### src/fbba_pkg.sv
`timescale 1ns / 1ps

package fbba_pkg;

   localparam int NUM_WORDS_DEF     = 8;
   localparam int BUF_SIZE_LOG2_DEF = 11;
   localparam int WORD_BITS         = 32;
   localparam int BIT_IDX_W         = 5;

   localparam logic OP_ALLOC = 1'b0;
   localparam logic OP_FREE  = 1'b1;

   typedef enum logic [1:0] {
      ST_OK        = 2'd0,
      ST_TOO_LARGE = 2'd1,
      ST_FULL      = 2'd2,
      ST_OUTSIDE   = 2'd3
   } status_type;

   // controller -> datapath
   typedef struct packed {
      logic       capture;      // latch request fields, clear result
      logic       rd_free;      // read the word addressed by the free request
      logic       rd_first;     // read bitmap word 0
      logic       rd_next;      // read the word after the one last read
      logic       claim;        // set lowest free bit of the word just read
      logic       free_wr;      // clear the addressed bit of the word just read
      logic       set_status;
      status_type status_code;
      logic       rsp_load;     // move result into the output register
   } cmd_type;

   // datapath -> controller
   typedef struct packed {
      logic is_free_op;
      logic too_large;
      logic outside;
      logic word_has_free;
      logic last_word;
      logic out_slot_free;
   } sts_type;

endpackage

### src/fbba_ctrl.sv
`timescale 1ns / 1ps

module fbba_ctrl (
   input  logic              clock,
   input  logic              reset,
   input  logic              req_valid,
   output logic              req_stall,
   input  fbba_pkg::sts_type sts,
   output fbba_pkg::cmd_type cmd
);
   import fbba_pkg::*;

   typedef enum logic [5:0] {
      S_IDLE    = 6'b000001,
      S_START   = 6'b000010,
      S_SCAN    = 6'b000100,
      S_CLAIM   = 6'b001000,
      S_FREE_WR = 6'b010000,
      S_DONE    = 6'b100000
   } state_type;

   state_type state_ff;
   state_type state_in;

   assign req_stall = (state_ff != S_IDLE);

   always_comb begin
      state_in        = state_ff;
      cmd             = '0;
      cmd.status_code = ST_OK;
      unique case (state_ff)
         S_IDLE: begin
            if (req_valid) begin
               cmd.capture = 1'b1;
               state_in    = S_START;
            end
         end
         S_START: begin
            if (sts.is_free_op) begin
               if (sts.outside) begin
                  cmd.set_status  = 1'b1;
                  cmd.status_code = ST_OUTSIDE;
                  state_in        = S_DONE;
               end else begin
                  cmd.rd_free = 1'b1;
                  state_in    = S_FREE_WR;
               end
            end else if (sts.too_large) begin
               cmd.set_status  = 1'b1;
               cmd.status_code = ST_TOO_LARGE;
               state_in        = S_DONE;
            end else begin
               cmd.rd_first = 1'b1;
               state_in     = S_SCAN;
            end
         end
         S_SCAN: begin
            priority if (sts.word_has_free) begin
               state_in = S_CLAIM;
            end else if (sts.last_word) begin
               cmd.set_status  = 1'b1;
               cmd.status_code = ST_FULL;
               state_in        = S_DONE;
            end else begin
               cmd.rd_next = 1'b1;
            end
         end
         S_CLAIM: begin
            cmd.claim = 1'b1;
            state_in  = S_DONE;
         end
         S_FREE_WR: begin
            cmd.free_wr = 1'b1;
            state_in    = S_DONE;
         end
         S_DONE: begin
            if (sts.out_slot_free) begin
               cmd.rsp_load = 1'b1;
               state_in     = S_IDLE;
            end
         end
         default: begin
            state_in = S_IDLE;
         end
      endcase
   end

   always_ff @(posedge clock) begin
      if (reset) begin
         state_ff <= S_IDLE;
      end else begin
         state_ff <= state_in;
      end
   end

endmodule

### src/fbba_datapath.sv
`timescale 1ns / 1ps

module fbba_datapath #(
   parameter int NUM_WORDS     = fbba_pkg::NUM_WORDS_DEF,
   parameter int BUF_SIZE_LOG2 = fbba_pkg::BUF_SIZE_LOG2_DEF
) (
   input  logic              clock,
   input  logic              reset,
   input  logic              req_op,
   input  logic [15:0]       req_request_bytes,
   input  logic [31:0]       req_buffer_address,
   input  logic              csr_write,
   input  logic [31:0]       csr_pool_base,
   input  logic              rsp_stall,
   output logic              rsp_valid,
   output logic [1:0]        rsp_status,
   output logic [31:0]       rsp_granted_address,
   input  fbba_pkg::cmd_type cmd,
   output fbba_pkg::sts_type sts
);
   import fbba_pkg::*;

   localparam int WW    = (NUM_WORDS > 1) ? $clog2(NUM_WORDS) : 1;
   localparam int HI_LO = BUF_SIZE_LOG2 + BIT_IDX_W;
   localparam int HI_W  = 32 - HI_LO;

   // request and configuration registers
   logic             op_ff;
   logic [15:0]      req_bytes_ff;
   logic [31:0]      addr_ff;
   logic [31:0]      pool_base_ff;

   // bitmap memory, one valid bit per word stands for the reset value
   logic [WORD_BITS-1:0] use_mem [NUM_WORDS];
   logic [NUM_WORDS-1:0] word_valid_ff;
   logic [WORD_BITS-1:0] rd_data_ff;
   logic                 rd_live_ff;
   logic [WW-1:0]        rd_idx_ff;
   logic [WW-1:0]        rd_addr;
   logic                 rd_en;
   logic                 wr_en;
   logic [WORD_BITS-1:0] wr_data;
   logic [WORD_BITS-1:0] cur_word;

   // result and output registers
   status_type  res_status_ff;
   logic [31:0] res_granted_ff;
   logic        rsp_valid_ff;
   logic [1:0]  rsp_status_ff;
   logic [31:0] rsp_granted_ff;

   logic [32:0]          diff;
   logic                 outside;
   logic [WW-1:0]        free_word;
   logic [BIT_IDX_W-1:0] free_addr_bit;
   logic [BIT_IDX_W-1:0] claim_bit;
   logic [31:0]          grant_off;
   logic [31:0]          granted;

   // free address decode
   assign diff          = {1'b0, addr_ff} - {1'b0, pool_base_ff};
   assign outside       = diff[32] || (diff[31:HI_LO] >= HI_W'(NUM_WORDS));
   assign free_word     = diff[HI_LO +: WW];
   assign free_addr_bit = diff[BUF_SIZE_LOG2 +: BIT_IDX_W];

   assign cur_word = rd_live_ff ? rd_data_ff : '0;

   // lowest clear bit of the current word
   always_comb begin
      claim_bit = '0;
      for (int i = WORD_BITS - 1; i >= 0; i--) begin
         if (!cur_word[i]) begin
            claim_bit = BIT_IDX_W'(i);
         end
      end
   end

   assign grant_off = 32'({rd_idx_ff, claim_bit}) << BUF_SIZE_LOG2;
   assign granted   = pool_base_ff + grant_off;

   always_comb begin
      rd_addr = rd_idx_ff + WW'(1);
      if (cmd.rd_free) begin
         rd_addr = free_word;
      end else if (cmd.rd_first) begin
         rd_addr = '0;
      end
   end

   assign rd_en   = cmd.rd_free || cmd.rd_first || cmd.rd_next;
   assign wr_en   = cmd.claim || cmd.free_wr;
   assign wr_data = cmd.claim ? (cur_word | (32'b1 << claim_bit))
                              : (cur_word & ~(32'b1 << free_addr_bit));

   always_ff @(posedge clock) begin
      if (rd_en) begin
         rd_data_ff <= use_mem[rd_addr];
         rd_idx_ff  <= rd_addr;
      end
      if (wr_en) begin
         use_mem[rd_idx_ff] <= wr_data;
      end
   end

   always_ff @(posedge clock) begin
      if (reset) begin
         word_valid_ff <= '0;
         rd_live_ff    <= 1'b0;
      end else begin
         if (rd_en) begin
            rd_live_ff <= word_valid_ff[rd_addr];
         end
         if (wr_en) begin
            word_valid_ff[rd_idx_ff] <= 1'b1;
         end
      end
   end

   always_ff @(posedge clock) begin
      if (cmd.capture) begin
         op_ff        <= req_op;
         req_bytes_ff <= req_request_bytes;
         addr_ff      <= req_buffer_address;
      end
   end

   always_ff @(posedge clock) begin
      if (reset) begin
         pool_base_ff <= '0;
      end else if (csr_write) begin
         pool_base_ff <= csr_pool_base;
      end
   end

   always_ff @(posedge clock) begin
      if (cmd.capture) begin
         res_status_ff  <= ST_OK;
         res_granted_ff <= '0;
      end else begin
         if (cmd.set_status) begin
            res_status_ff <= cmd.status_code;
         end
         if (cmd.claim) begin
            res_granted_ff <= granted;
         end
      end
   end

   always_ff @(posedge clock) begin
      if (reset) begin
         rsp_valid_ff <= 1'b0;
      end else if (cmd.rsp_load) begin
         rsp_valid_ff <= 1'b1;
      end else if (!rsp_stall) begin
         rsp_valid_ff <= 1'b0;
      end
   end

   always_ff @(posedge clock) begin
      if (cmd.rsp_load) begin
         rsp_status_ff  <= res_status_ff;
         rsp_granted_ff <= res_granted_ff;
      end
   end

   assign rsp_valid           = rsp_valid_ff;
   assign rsp_status          = rsp_status_ff;
   assign rsp_granted_address = rsp_granted_ff;

   assign sts.is_free_op    = (op_ff == OP_FREE);
   assign sts.too_large     = (32'(req_bytes_ff) > (32'd1 << BUF_SIZE_LOG2));
   assign sts.outside       = outside;
   assign sts.word_has_free = (cur_word != '1);
   assign sts.last_word     = (rd_idx_ff == WW'(NUM_WORDS - 1));
   assign sts.out_slot_free = !rsp_valid_ff || !rsp_stall;

endmodule

### src/fixed_buffer_bitmap_allocator.sv
`timescale 1ns / 1ps

// Fixed-size buffer pool allocator: NUM_WORDS*32 buffers of 2^BUF_SIZE_LOG2 bytes
// starting at pool_base, tracked by a use bitmap kept in a word-wide memory that
// is read one word per cycle. An allocate scans the bitmap words from word 0
// until it finds a free bit, or reports a full pool after the last word. A free
// reads the addressed word and clears its bit, and a rejected transaction (too
// large, outside the pool) goes straight to the result. The bitmap memory
// read port sets the scan speed. The bitmap is empty right out of reset (per-word
// valid bits, no clearing pass). A finished result sits in an output register,
// so the next request is accepted while the response is still stalled.
module fixed_buffer_bitmap_allocator #(
   parameter int NUM_WORDS     = fbba_pkg::NUM_WORDS_DEF,
   parameter int BUF_SIZE_LOG2 = fbba_pkg::BUF_SIZE_LOG2_DEF
) (
   input  logic        clock,
   input  logic        reset,
   input  logic        req_valid,
   output logic        req_stall,
   input  logic        req_op,
   input  logic [15:0] req_request_bytes,
   input  logic [31:0] req_buffer_address,
   output logic        rsp_valid,
   input  logic        rsp_stall,
   output logic [1:0]  rsp_status,
   output logic [31:0] rsp_granted_address,
   input  logic        csr_valid,
   output logic        csr_ready,
   input  logic [31:0] csr_pool_base
);
   import fbba_pkg::*;

   cmd_type cmd;
   sts_type sts;

   assign csr_ready = 1'b1;

   fbba_ctrl u_ctrl (
      .clock     (clock),
      .reset     (reset),
      .req_valid (req_valid),
      .req_stall (req_stall),
      .sts       (sts),
      .cmd       (cmd)
   );

   fbba_datapath #(
      .NUM_WORDS     (NUM_WORDS),
      .BUF_SIZE_LOG2 (BUF_SIZE_LOG2)
   ) u_datapath (
      .clock               (clock),
      .reset               (reset),
      .req_op              (req_op),
      .req_request_bytes   (req_request_bytes),
      .req_buffer_address  (req_buffer_address),
      .csr_write           (csr_valid && csr_ready),
      .csr_pool_base       (csr_pool_base),
      .rsp_stall           (rsp_stall),
      .rsp_valid           (rsp_valid),
      .rsp_status          (rsp_status),
      .rsp_granted_address (rsp_granted_address),
      .cmd                 (cmd),
      .sts                 (sts)
   );

`ifndef SYNTHESIS
   // a transaction in flight blocks the input side
   a_busy_after_accept: assert property (@(posedge clock) disable iff (reset)
      (req_valid && !req_stall) |=> req_stall)
      else $error("request accepted while previous transaction in flight");

   // only a successful allocate carries an address
   a_fail_zero_addr: assert property (@(posedge clock) disable iff (reset)
      (rsp_valid && (rsp_status != ST_OK)) |-> (rsp_granted_address == 32'd0))
      else $error("failed transaction reports a nonzero address");

   // a result never appears in the cycle right after acceptance
   a_no_instant_rsp: assert property (@(posedge clock) disable iff (reset)
      (req_valid && !req_stall) |=> !$rose(rsp_valid))
      else $error("response raised too early");
`endif

endmodule
### config.mk
export PLATFORM = sky130hd
export DESIGN_NAME = fixed_buffer_bitmap_allocator
export DESIGN_NICKNAME = d
export VERILOG_FILES = /design/src/fbba_pkg.sv /design/src/fbba_ctrl.sv /design/src/fbba_datapath.sv /design/src/fixed_buffer_bitmap_allocator.sv
export SDC_FILE = /design/constraint.sdc
export NUM_CORES = 1
export LEC_CHECK = 0
export BUFFER_PORTS_ARGS = -buffer_cell sky130_fd_sc_hd__buf_2
export CAP_MARGIN = 15
export CELL_PAD_IN_SITES_DETAIL_PLACEMENT = 0
export CELL_PAD_IN_SITES_GLOBAL_PLACEMENT = 1
export CORE_ASPECT_RATIO = 1.4
export CORE_MARGIN = 2
export CORE_UTILIZATION = 35
export DETAILED_ROUTE_END_ITERATION = 8
export PLACE_DENSITY = 0.65
export SYNTH_ARGS = -nofsm -noshare
export SYNTH_HDL_FRONTEND = slang
export SYNTH_HIERARCHICAL = 1
export SYNTH_SLANG_ARGS = --single-unit
### constraint.sdc
create_clock -name clock -period 5.7 [get_ports clock]
set_clock_uncertainty 0.15 [all_clocks]
set_input_delay 0.57 -clock clock [delete_from_list [all_inputs] [get_ports clock]]
set_output_delay 0.57 -clock clock [all_outputs]
set_load 0.01 [all_outputs]
==> results of run 1 <==
flip-flops by register name (all words and copies together), names as in the netlist, 2 cells and up:
name,flops
u_datapath/use_mem,256
u_datapath/addr_ff,32
u_datapath/pool_base_ff,32
u_datapath/rd_data_ff,32
u_datapath/res_granted_ff,32
u_datapath/rsp_granted_address,32
u_datapath/req_bytes_ff,16
u_datapath/word_valid_ff,8
u_ctrl/state_ff,6
u_datapath/rd_idx_ff,3
u_datapath/res_status_ff,2
u_datapath/rsp_status,2
logic make-up (layout without fill, tap and decap cells):
group | count (synthesis) | after routing | synth area share
DFF | 456 | 456 | 0.649
muxes | 57 | 57 | 0.0290
xor gates and xnor gates | 31 | 31 | 0.0137
other | 1 | 1 | 0.000189
buffers and inverters | 133 | 336 | 0.0291
AOI/OAI and AO/OA | 290 | 290 | 0.0990
and+or+nand+nor | 704 | 704 | 0.155
adders and majority gates | 41 | 41 | 0.0258
per-stage QoR:
stage	utilization	hold WS, ns	setup WS (ns)
after global placement	0.383	0.262	0.363
after detailed placement	0.383	0.267	0.231
after floorplan	-	0.251	0.746
after CTS	0.416	0.000260	0.176
final	0.417	0.0329	0.380
after global routing	0.417	0.00287	0.0103
cell usage in the layout (no fill, tap or decap), drive strengths merged, types with 41 or more instances in the layout:
| cell type | instances |
|---|---|
| inv | 54 |
| o211ai | 62 |
| mux2i | 53 |
| nand3 | 91 |
| ha | 41 |
| clkbuf | 51 |
| o21ai | 118 |
| nor2 | 131 |
| edfxtp | 374 |
| dfxtp | 82 |
| nand2 | 375 |
| buf | 168 |
timing repair:
item / 4_1_cts / 5_1_grt
resized for setup: 0 / 5
endpoints found under the setup margin: 0 / 33
buffers inserted: 0 / 3
hold buffers: 39 / 1
hold endpoints to repair: 39 / 1
worst max-delay path, cell delays in order (launching register included):
cell	delay, ns
edfxtp_1	0.40
ha_2	0.35
a2111o_1	0.48
a31oi_4	0.25
o21ai_4	0.15
a22oi_4	0.27
o21ai_2	0.13
o41ai_4	0.26
a21boi_0	0.16
xor2_1	0.18
or4_1	0.56
nor2_1	0.13
buf_4	0.14
nor2b_1	0.05
a311oi_1	0.20
and2_4	0.25
buf_16	0.32
nand2_1	0.10
nand3_1	0.08
o21ai_0	0.08
o21ai_0	0.35
metal layers:
| layer | share of wire | GRT usage | vias to the layer above |
|---|---|---|---|
| li1 | - | - | 6531 |
| met1 | 0.39 | 0.198 | 6566 |
| met4 | 0.022 | 0.0513 | 4 |
| met5 | 0.00041 | 0 | - |
| met2 | 0.54 | 0.330 | 305 |
| met3 | 0.046 | 0.0279 | 81 |
path summary, 6_finish.rpt:
check	startpoint	to	slack [ns]
max	u_datapath/addr_ff[11]$_DFFE_PP_	u_datapath/rd_data_ff[12]$_DFFE_PP_	0.38
min reg2reg	u_datapath/res_granted_ff[4]$_SDFFE_PP0P_	u_datapath/rsp_granted_address[4]$_DFFE_PP_	0.27
max reg2reg	u_datapath/addr_ff[11]$_DFFE_PP_	u_datapath/rd_data_ff[12]$_DFFE_PP_	0.38
min	req_buffer_address[7]	u_datapath/addr_ff[7]$_DFFE_PP_	0.03
power groups by stage:
stage	clock network [µW]	registers, µW	logic (µW)
after floorplan	0	3700	290
after global placement	0	3710	437
after detailed placement	0	3710	439
after CTS	3060	3640	463
after global routing	3170	3640	510
final	2980	3640	465
area by class of cell:
type	count	share of cell area
Sequential cell	456	0.549
Clock buffer	50	0.0479
Timing Repair Buffer	209	0.0634
Clock inverter	29	0.0148
Tap cell	735	0.0392
Multi-Input combinational cell	1124	0.277
Inverter	48	0.00780
==> impl_metrics.yaml, run 1 <==
logic_synthesis:
  synthTopCellsByArea: "edfxtp_1 57%, dfxtp_1 8.3%, nand2_1 7.1%, mux2i_1 2.7%, o21ai_0 2.7%"
  avgSynthCellArea_um2: 11.6
  synth_top_area_frac: 0.566
  yosys.area.top_type: "edfxtp_1"
  yosysWarnings: 6
  synth_ff_type: "edfxtp_1"
  synth-seq-cells: 456
  synth_cells: 1713
  ys_seq_area_frac: 0.649
  ys_top_cells_by_count: "375 x nand2_1, 374 x edfxtp_1, 130 x nor2_1"
  async_reset_ff_frac: 0
  synth.distinct_cells: 76
  syn-num-nets: 1840
  synth-edff-count: 374
  synth_area_um2: 19800
  synth_most_common_cell: "nand2_1"
layout:
  seq_area_um2: 12900
  syn2layout_area_growth_pct: 18.1
  fillers: 5390
  multi_input_area_um2: 6500
  fin_area_um2: 23400
  diodes: 0
  final_nets: 2009
  drive_gt1_frac: 0.152
  final_cells: 2651
floorplanning:
  die-area_um2: 58700
  num_rows: 103
  start_util: 0.353
  coreArea_um2: 56200
  ioPinCount: 123
  fp.dieH_um: 286
  fp.dieW_um: 205
worst_setup_path:
  worstPathRequired_ns: 5.88
  arrival_ns: 5.50
  crit_path_start_kind: "register"
  cp_max_fo: 84
  path_class: "reg -> reg"
  cp-end-kind: "register"
  worst-r2r-cell-count: 20
clock_tree:
  clk_pin_slew_ns: 0.07
  htree_levels: 2
  cts_sinks: 456
  cts-root-buf: "clkbuf_16"
  ctsLongestPathBuffers: 3
  clkLatencyLatePin_ns: 0.57
  cts_tree: "yes"
  cts_made_buffers: 43
detailed_routing:
  viasPerCell: 5.09
  firstDrtPassIters: 5
  drt_iter0_drc: 849
  drc: 0
  post_drt_wl_per_cell_um: 19.1
  wl_um: 50600
  postRouteAntennaNets: 0
  route.vias.total: 13500
power_and_ir_drop:
  power_density_nw_per_um2: 302
  power_frac_seq: 0.514
  power.total_uw: 7080
  p_leak_uw: 0.00868
  ir_drop_v: 0.000223
  p_clk_frac: 0.420
  combPwrFrac: 0.066
  p_sw_uw: 1610
  p_sw_frac: 0.228
  power.internal_uw: 5460
min_path:
  min_path_cells: 1
  hold_path_class: "in -> reg"
sta:
  slew_violations: 0
  worst_pin_slew_ns: 1.14
  min_period_ns: 5.32
  fin_setup_tns_ns: 0
  final-setup-viol-count: 0
  post-route-period-util: 0.933
  grt_setup_unrepaired: "false"
  report.final.hold_viol_count: 0
  fmax_ghz: 0.188
  slew_headroom: 0.230
run_status:
  outcome: "complete, no violations"
placement:
  port_buffers: 121
  place_congestion: 0.840
  place_area_um2: 21500
  hpwlAfterDp_um: 33000
  dp_cells: 2528
global_routing:
  grtUsageTotal: 0.174
  antenna_found_initial: 2
  grt_pass1_wl_um: 78400
  grt_pass1_vias: 13800
  grt_max_degree: 85
  grt_overflow: 0
job:
  maxCapViolCount: 0
(Power assumes the default switching activity.)
==> run 2, diff against run 1 <==
--- a/config.mk
+++ b/config.mk
@@ -12,6 +12,7 @@
 export CORE_ASPECT_RATIO = 1.4
 export CORE_MARGIN = 2
 export CORE_UTILIZATION = 35
+export CTS_BUF_LIST = sky130_fd_sc_hd__clkbuf_4 sky130_fd_sc_hd__clkbuf_8 sky130_fd_sc_hd__clkbuf_16
 export DETAILED_ROUTE_END_ITERATION = 8
 export PLACE_DENSITY = 0.65
 export SYNTH_ARGS = -nofsm -noshare
==> run 2 against run 1 <==
Against the previous run: register-to-register slack improved by 0.03 ns; global-route usage stayed put; die area is the same; total power rose by 0.35%; combinational power barely moved; critical endpoint unchanged; largest power group unchanged.
==> impl_metrics.yaml, run 2 (same netlist as run 1, synthesis figures left out) <==
sta:
  fin_setup_tns_ns: 0
  report.final.hold_viol_count: 0
  post-route-period-util: 0.928
  fmax_ghz: 0.189
  grt_setup_unrepaired: "false"
  timing.hold.ws_ns: 0.0326
  worst_pin_slew_ns: 1.14
  slew_violations: 0
  min_period_ns: 5.29
  slew_headroom: 0.233
  final-setup-viol-count: 0
clock_tree:
  cts_tree: "yes"
  cts-root-buf: "clkbuf_16"
  clk_pin_slew_ns: 0.07
  ctsLongestPathBuffers: 3
  clkLatencyLatePin_ns: 0.57
  cts_sinks: 456
  htree_levels: 2
  cts_made_buffers: 43
worst_setup_path:
  crit_path_start_kind: "register"
  cp_max_fo: 84
  r2r_start: "u_datapath/addr_ff[11]$_DFFE_PP_"
  crit_chain: "ha_2 -> a2111o_1 -> a31oi_4 -> o21ai_4 -> a22oi_4 -> o21ai_2 -> o41ai_4 -> a21boi_0 -> xor2_1 -> or4_1 -> nor2_1 -> buf_4 -> nor2b_1 -> a311oi_1 -> and2_4 -> buf_16 -> nand2_1 -> nand3_1 -> o21ai_0 -> o21ai_0"
  path_class: "reg -> reg"
  cp-end-kind: "register"
  worstPathRequired_ns: 5.89
  crit_top_cell: "o21ai_0"
  r2r-end: "u_datapath/rd_data_ff[12]$_DFFE_PP_"
  cp-startpoint: "u_datapath/addr_ff[11]$_DFFE_PP_"
  r2r_slack_ns: 0.41
  setup.worst_path.end: "u_datapath/rd_data_ff[12]$_DFFE_PP_"
  slowest_stage: "or4_1"
  critPathMaxStageDelay_ns: 0.56
  arrival_ns: 5.47
  worst-r2r-cell-count: 20
floorplanning:
  num_rows: 103
  ioPinCount: 123
  coreArea_um2: 56200
  fp.dieH_um: 286
  fp.dieW_um: 205
  die-area_um2: 58700
  start_util: 0.353
global_routing:
  grtUsageTotal: 0.174
  grt_overflow: 0
  grt_pass1_vias: 13800
  grt_max_degree: 85
  grt_pass1_wl_um: 78400
  antenna_found_initial: 2
detailed_routing:
  wl_um: 50600
  firstDrtPassIters: 5
  route.vias.total: 13500
  drt_iter0_drc: 867
  drc: 0
  postRouteAntennaNets: 0
  post_drt_wl_per_cell_um: 19.1
  viasPerCell: 5.09
power_and_ir_drop:
  ir_drop_v: 0.000225
  p_leak_uw: 0.00870
  power_density_nw_per_um2: 303
layout:
  final_common_cell: "nand2_1"
  diodes: 0
  largest_reg_flops: 256
  final_cell_mix: "375 x nand2_1, 374 x edfxtp_1, 124 x nor2_1, 121 x buf_2, 106 x o21ai_0"
  fillers: 5385
  final_cells: 2651
  syn2layout_area_growth_pct: 18.2
  top_register: "u_datapath/use_mem"
  drive_gt1_frac: 0.154
  finish.utilization: 0.417
  final_nets: 2009
placement:
  dp_cells: 2528
  place_congestion: 0.840
  port_buffers: 121
  hpwlAfterDp_um: 33000
job:
  maxCapViolCount: 0
min_path:
  hold_path_class: "in -> reg"
run_status:
  outcome: "complete, no violations"
[run 2: changes by cell type in the layout (fill, tap and decap cells not counted)]
cell,before,now
clkbuf_4,1,6
clkbuf_1,5,0
[run 2: worst min-delay path by stage]
stage,cells after the start,startpoint,to,slack (ns)
2_1_floorplan,0,u_datapath/res_granted_ff[13]$_SDFFE_PP0P_,u_datapath/rsp_granted_address[13]$_DFFE_PP_,0.25
3_3_place_gp,0,u_datapath/res_granted_ff[30]$_SDFFE_PP0P_,u_datapath/rsp_granted_address[30]$_DFFE_PP_,0.26
3_5_place_dp,0,u_datapath/res_granted_ff[15]$_SDFFE_PP0P_,u_datapath/rsp_granted_address[15]$_DFFE_PP_,0.27
4_1_cts,1,req_request_bytes[1],u_datapath/req_bytes_ff[1]$_DFFE_PP_,0.0003
5_1_grt,1,req_buffer_address[7],u_datapath/addr_ff[7]$_DFFE_PP_,0.003
6_report,1,req_buffer_address[7],u_datapath/addr_ff[7]$_DFFE_PP_,0.03
[run 2: power by group]
group | internal, µW | switching (µW) | total, µW
logic | 179 | 286 | 465
clock network | 1700 | 1300 | 3000
registers | 3610 | 27.0 | 3640
total | 5490 | 1610 | 7100
[run 2: timing repair]
action	CTS	global route
endpoints found under the setup margin	0	33
gates resized for setup	0	5
hold buffers	39	1
endpoints found under the hold margin	39	1
setup buffers	0	3
[run 2: area by class of cell]
type / instances / area [µm²] / area share
multi-input cells: 1124 / 6500 / 0.277
clock buffers: 50 / 1140 / 0.0487
well taps: 735 / 920 / 0.0392
repair buffers: 209 / 1490 / 0.0634
flip-flops and latches: 456 / 12900 / 0.549
inverters: 48 / 183 / 0.00779
clock inverters: 29 / 348 / 0.0148
[run 2: routing by layer]
metal  wire [µm]  part of all wire  vias to the layer above  global-route usage
met2       27600              0.54                      312               0.331
li1            -                 -                     6532                   -
met4        1060             0.021                        4              0.0513
met1       19600              0.39                     6565               0.198
met5          21           0.00041                        -                   0
met3        2340             0.046                       80              0.0279
[run 2: critical path: cells and delay by family (launching register included)]
kind                       cells  cell delay [ns]
and+or+nand+nor                6             1.16
AOI/OAI and AO/OA             10             2.30
DFF                            1             0.40
xor gates and xnor gates       1             0.18
adders and majority gates      1             0.35
buffers and inverters          2             0.46
[run 2: stage by stage]
stage,total power (µW),worst slack [ns],instance area (µm²)
after global placement,4150,0.363,21500
final,7100,0.412,23500
after global routing,7350,0.0103,23500
after floorplan,3990,0.746,19800
after detailed placement,4150,0.231,21500
after CTS,7190,0.176,23400
==> run 3, diff against run 2 <==
--- a/config.mk
+++ b/config.mk
@@ -5,6 +5,7 @@
 export SDC_FILE = /design/constraint.sdc
 export NUM_CORES = 1
 export LEC_CHECK = 0
+export ABC_AREA = 1
 export BUFFER_PORTS_ARGS = -buffer_cell sky130_fd_sc_hd__buf_2
 export CAP_MARGIN = 15
 export CELL_PAD_IN_SITES_DETAIL_PLACEMENT = 0
@@ -14,7 +15,7 @@
 export CORE_UTILIZATION = 35
 export CTS_BUF_LIST = sky130_fd_sc_hd__clkbuf_4 sky130_fd_sc_hd__clkbuf_8 sky130_fd_sc_hd__clkbuf_16
 export DETAILED_ROUTE_END_ITERATION = 8
-export PLACE_DENSITY = 0.65
+export PLACE_DENSITY = 0.66
 export SYNTH_ARGS = -nofsm -noshare
 export SYNTH_HDL_FRONTEND = slang
 export SYNTH_HIERARCHICAL = 1
==> run 3 against run 2 <==
Against the previous run: critical path depth up 11; final cell count up 8.7%; global-route usage rose by 1.5 points; utilization is 0.15 points higher; total power grew 3.2%; maximum frequency up 2.1%; area after synthesis up 1.2%; sequential cell count stayed put; non-clock buffer count is 10 lower; register-to-register slack better by 0.11 ns; clock power up 6%; final area grew 1.1%.
==> impl_metrics.yaml, run 3 <==
clock_tree:
  htree_levels: 2
  clk_pin_slew_ns: 0.06
  cts-root-buf: "clkbuf_16"
  cts_sinks: 456
  clkLatencyLatePin_ns: 0.59
  cts_setup_buffers: 0
  ctsLongestPathBuffers: 3
  cts_tree: "yes"
  cts_made_buffers: 46
logic_synthesis:
  yosys.area.top_type: "edfxtp_1"
  synth.distinct_cells: 55
  ys_seq_area_frac: 0.641
  avgSynthCellArea_um2: 10.3
  synth_most_common_cell: "nand2_1"
  synthTopCellsByArea: "edfxtp_1 56%, nand2_1 9.0%, dfxtp_1 8.2%, nand3_1 6.3%, ha_1 2.6%"
  synth-edff-count: 374
  synth_cells: 1943
  synth_ff_type: "edfxtp_1"
  yosysWarnings: 6
  async_reset_ff_frac: 0
  synth-seq-cells: 456
  ys_top_cells_by_count: "483 x nand2_1, 374 x edfxtp_1, 252 x nand3_1"
  syn-num-nets: 2070
  synth_top_area_frac: 0.559
  synth_area_um2: 20100
power_and_ir_drop:
  power_density_nw_per_um2: 309
  ir_drop_v: 0.000196
  p_leak_uw: 0.00967
  power.total_uw: 7330
floorplanning:
  num_rows: 103
  die-area_um2: 59400
  fp.dieW_um: 206
  fp.dieH_um: 287
  ioPinCount: 123
  start_util: 0.355
  coreArea_um2: 56600
sta:
  final-setup-viol-count: 0
  fin_setup_tns_ns: 0
  grt_setup_unrepaired: "false"
  worst_pin_slew_ns: 1.16
  slew_headroom: 0.225
  fmax_ghz: 0.193
  post-route-period-util: 0.908
  slew_violations: 0
  min_period_ns: 5.18
  report.final.hold_viol_count: 0
detailed_routing:
  wl_um: 56000
  firstDrtPassIters: 5
  route.vias.total: 14700
  postRouteAntennaNets: 0
  drt_iter0_drc: 1136
  post_drt_wl_per_cell_um: 19.5
  drc: 0
  viasPerCell: 5.11
layout:
  syn2layout_area_growth_pct: 18.0
  top_register: "u_datapath/use_mem"
  final_cell_mix: "481 x nand2_1, 374 x edfxtp_1, 252 x nand3_1, 127 x inv_1, 125 x nor2_1"
  drive_gt1_frac: 0.140
  final_nets: 2236
  final_common_cell: "nand2_1"
  largest_reg_flops: 256
  fillers: 5399
worst_setup_path:
  crit_top_cell: "nand2_1"
  worst-r2r-cell-count: 31
  crit_path_start_kind: "register"
  path_class: "reg -> reg"
  slowest_stage: "edfxtp_1"
  cp-end-kind: "register"
  worstPathRequired_ns: 5.89
  arrival_ns: 5.36
  r2r_slack_ns: 0.52
  r2r_start: "u_datapath/addr_ff[4]$_DFFE_PP_"
  cp_max_fo: 58
  r2r-end: "u_datapath/rd_data_ff[17]$_DFFE_PP_"
  critPathMaxStageDelay_ns: 0.37
global_routing:
  grt_pass1_wl_um: 84600
  grt_max_degree: 76
  grt_overflow: 0
  antenna_found_initial: 0
  grtUsageTotal: 0.189
  grt_pass1_vias: 14400
job:
  maxCapViolCount: 0
run_status:
  outcome: "complete, no violations"
placement:
  port_buffers: 121
  place_congestion: 0.906
  hpwlAfterDp_um: 37400
min_path:
  hold_path_class: "in -> reg"
  min_to: "u_datapath/addr_ff[15]$_DFFE_PP_"
  hold_path.startpoint: "req_buffer_address[15]"
  min_path_cells: 1
[run 3: cells by family (layout without fill, tap and decap cells)]
family          Yosys count  after routing  synth area share
compound gates          261            261            0.0754
xor+xnor                 20             20           0.00909
fa+ha+maj                41             41            0.0255
buf+inv                 219            421            0.0442
flops                   456            456             0.641
other cells               1              2          0.000187
simple gates            945            945             0.205
[run 3: critical path: cells and delay by family (launching register included)]
| family | cells | cell delay (ns) |
|---|---|---|
| AND/OR/NAND/NOR | 16 | 1.80 |
| flip-flops | 1 | 0.37 |
| AO/OA/AOI/OAI | 10 | 1.79 |
| buffers and inverters | 4 | 0.50 |
| adder cells (fa/ha/maj) | 1 | 0.30 |
[run 3: per-stage QoR]
| stage | setup slack, ns | hold WS, ns | area (µm²) | std cells | util |
|---|---|---|---|---|---|
| 6_report | 0.522 | 0.0434 | 23700 | 2881 | 0.419 |
| 4_1_cts | 0.369 | 0.00193 | 23700 | 2880 | 0.419 |
| 2_1_floorplan | 1.10 | 0.253 | 20100 | 1943 | - |
| 3_5_place_dp | 0.402 | 0.260 | 21700 | 2753 | 0.383 |
| 3_3_place_gp | 0.408 | 0.259 | 21700 | 2753 | 0.383 |
| 5_1_grt | 0.0319 | 0.00782 | 23700 | 2880 | 0.419 |
[run 3: metal layers]
layer | track usage | wire (µm) | share of wire
met1 | 0.213 | 21700 | 0.39
met4 | 0.0636 | 1640 | 0.029
met3 | 0.0284 | 2650 | 0.047
met5 | 0 | 0 | 0
met2 | 0.357 | 30100 | 0.54
[run 3: timing repair]
item	in CTS	in global routing
hold buffers	43	0
resized for setup	0	2
endpoints found under the setup margin	0	27
hold endpoints to repair	43	0
[run 3: how the worst max path moves through the flow]
stage | startpoint | to | slack, ns | depth (start not counted)
detailed placement | u_datapath/addr_ff[4]$_DFFE_PP_ | u_datapath/rd_data_ff[24]$_DFFE_PP_ | 0.40 | 31
global placement | u_datapath/addr_ff[4]$_DFFE_PP_ | u_datapath/rd_data_ff[24]$_DFFE_PP_ | 0.41 | 30
global route | u_datapath/addr_ff[4]$_DFFE_PP_ | u_datapath/rd_data_ff[15]$_DFFE_PP_ | 0.03 | 30
finish | u_datapath/addr_ff[4]$_DFFE_PP_ | u_datapath/rd_data_ff[17]$_DFFE_PP_ | 0.52 | 31
floorplan | u_ctrl/state_ff[5]$_SDFFE_PP0P_ | u_datapath/res_granted_ff[21]$_SDFFE_PP0P_ | 1.10 | 7
CTS | u_datapath/addr_ff[4]$_DFFE_PP_ | u_datapath/rd_data_ff[24]$_DFFE_PP_ | 0.37 | 31
[run 3: power by group]
part | switching [µW] | internal (µW)
Clock | 1290 | 1880
Combinational | 344 | 173
Sequential | 25.9 | 3610
Total | 1660 | 5670
[run 3: final cells by class]
type | count | area (µm²) | share of cell area
flip-flops and latches | 456 | 12900 | 0.543
multi-input cells | 1268 | 6420 | 0.271
repair buffers | 199 | 1360 | 0.0574
clock buffers | 55 | 1280 | 0.0539
well taps | 735 | 920 | 0.0388
inverters | 138 | 522 | 0.0220
clock inverters | 29 | 328 | 0.0138
diodes | 1 | 2.50 | 0.000106
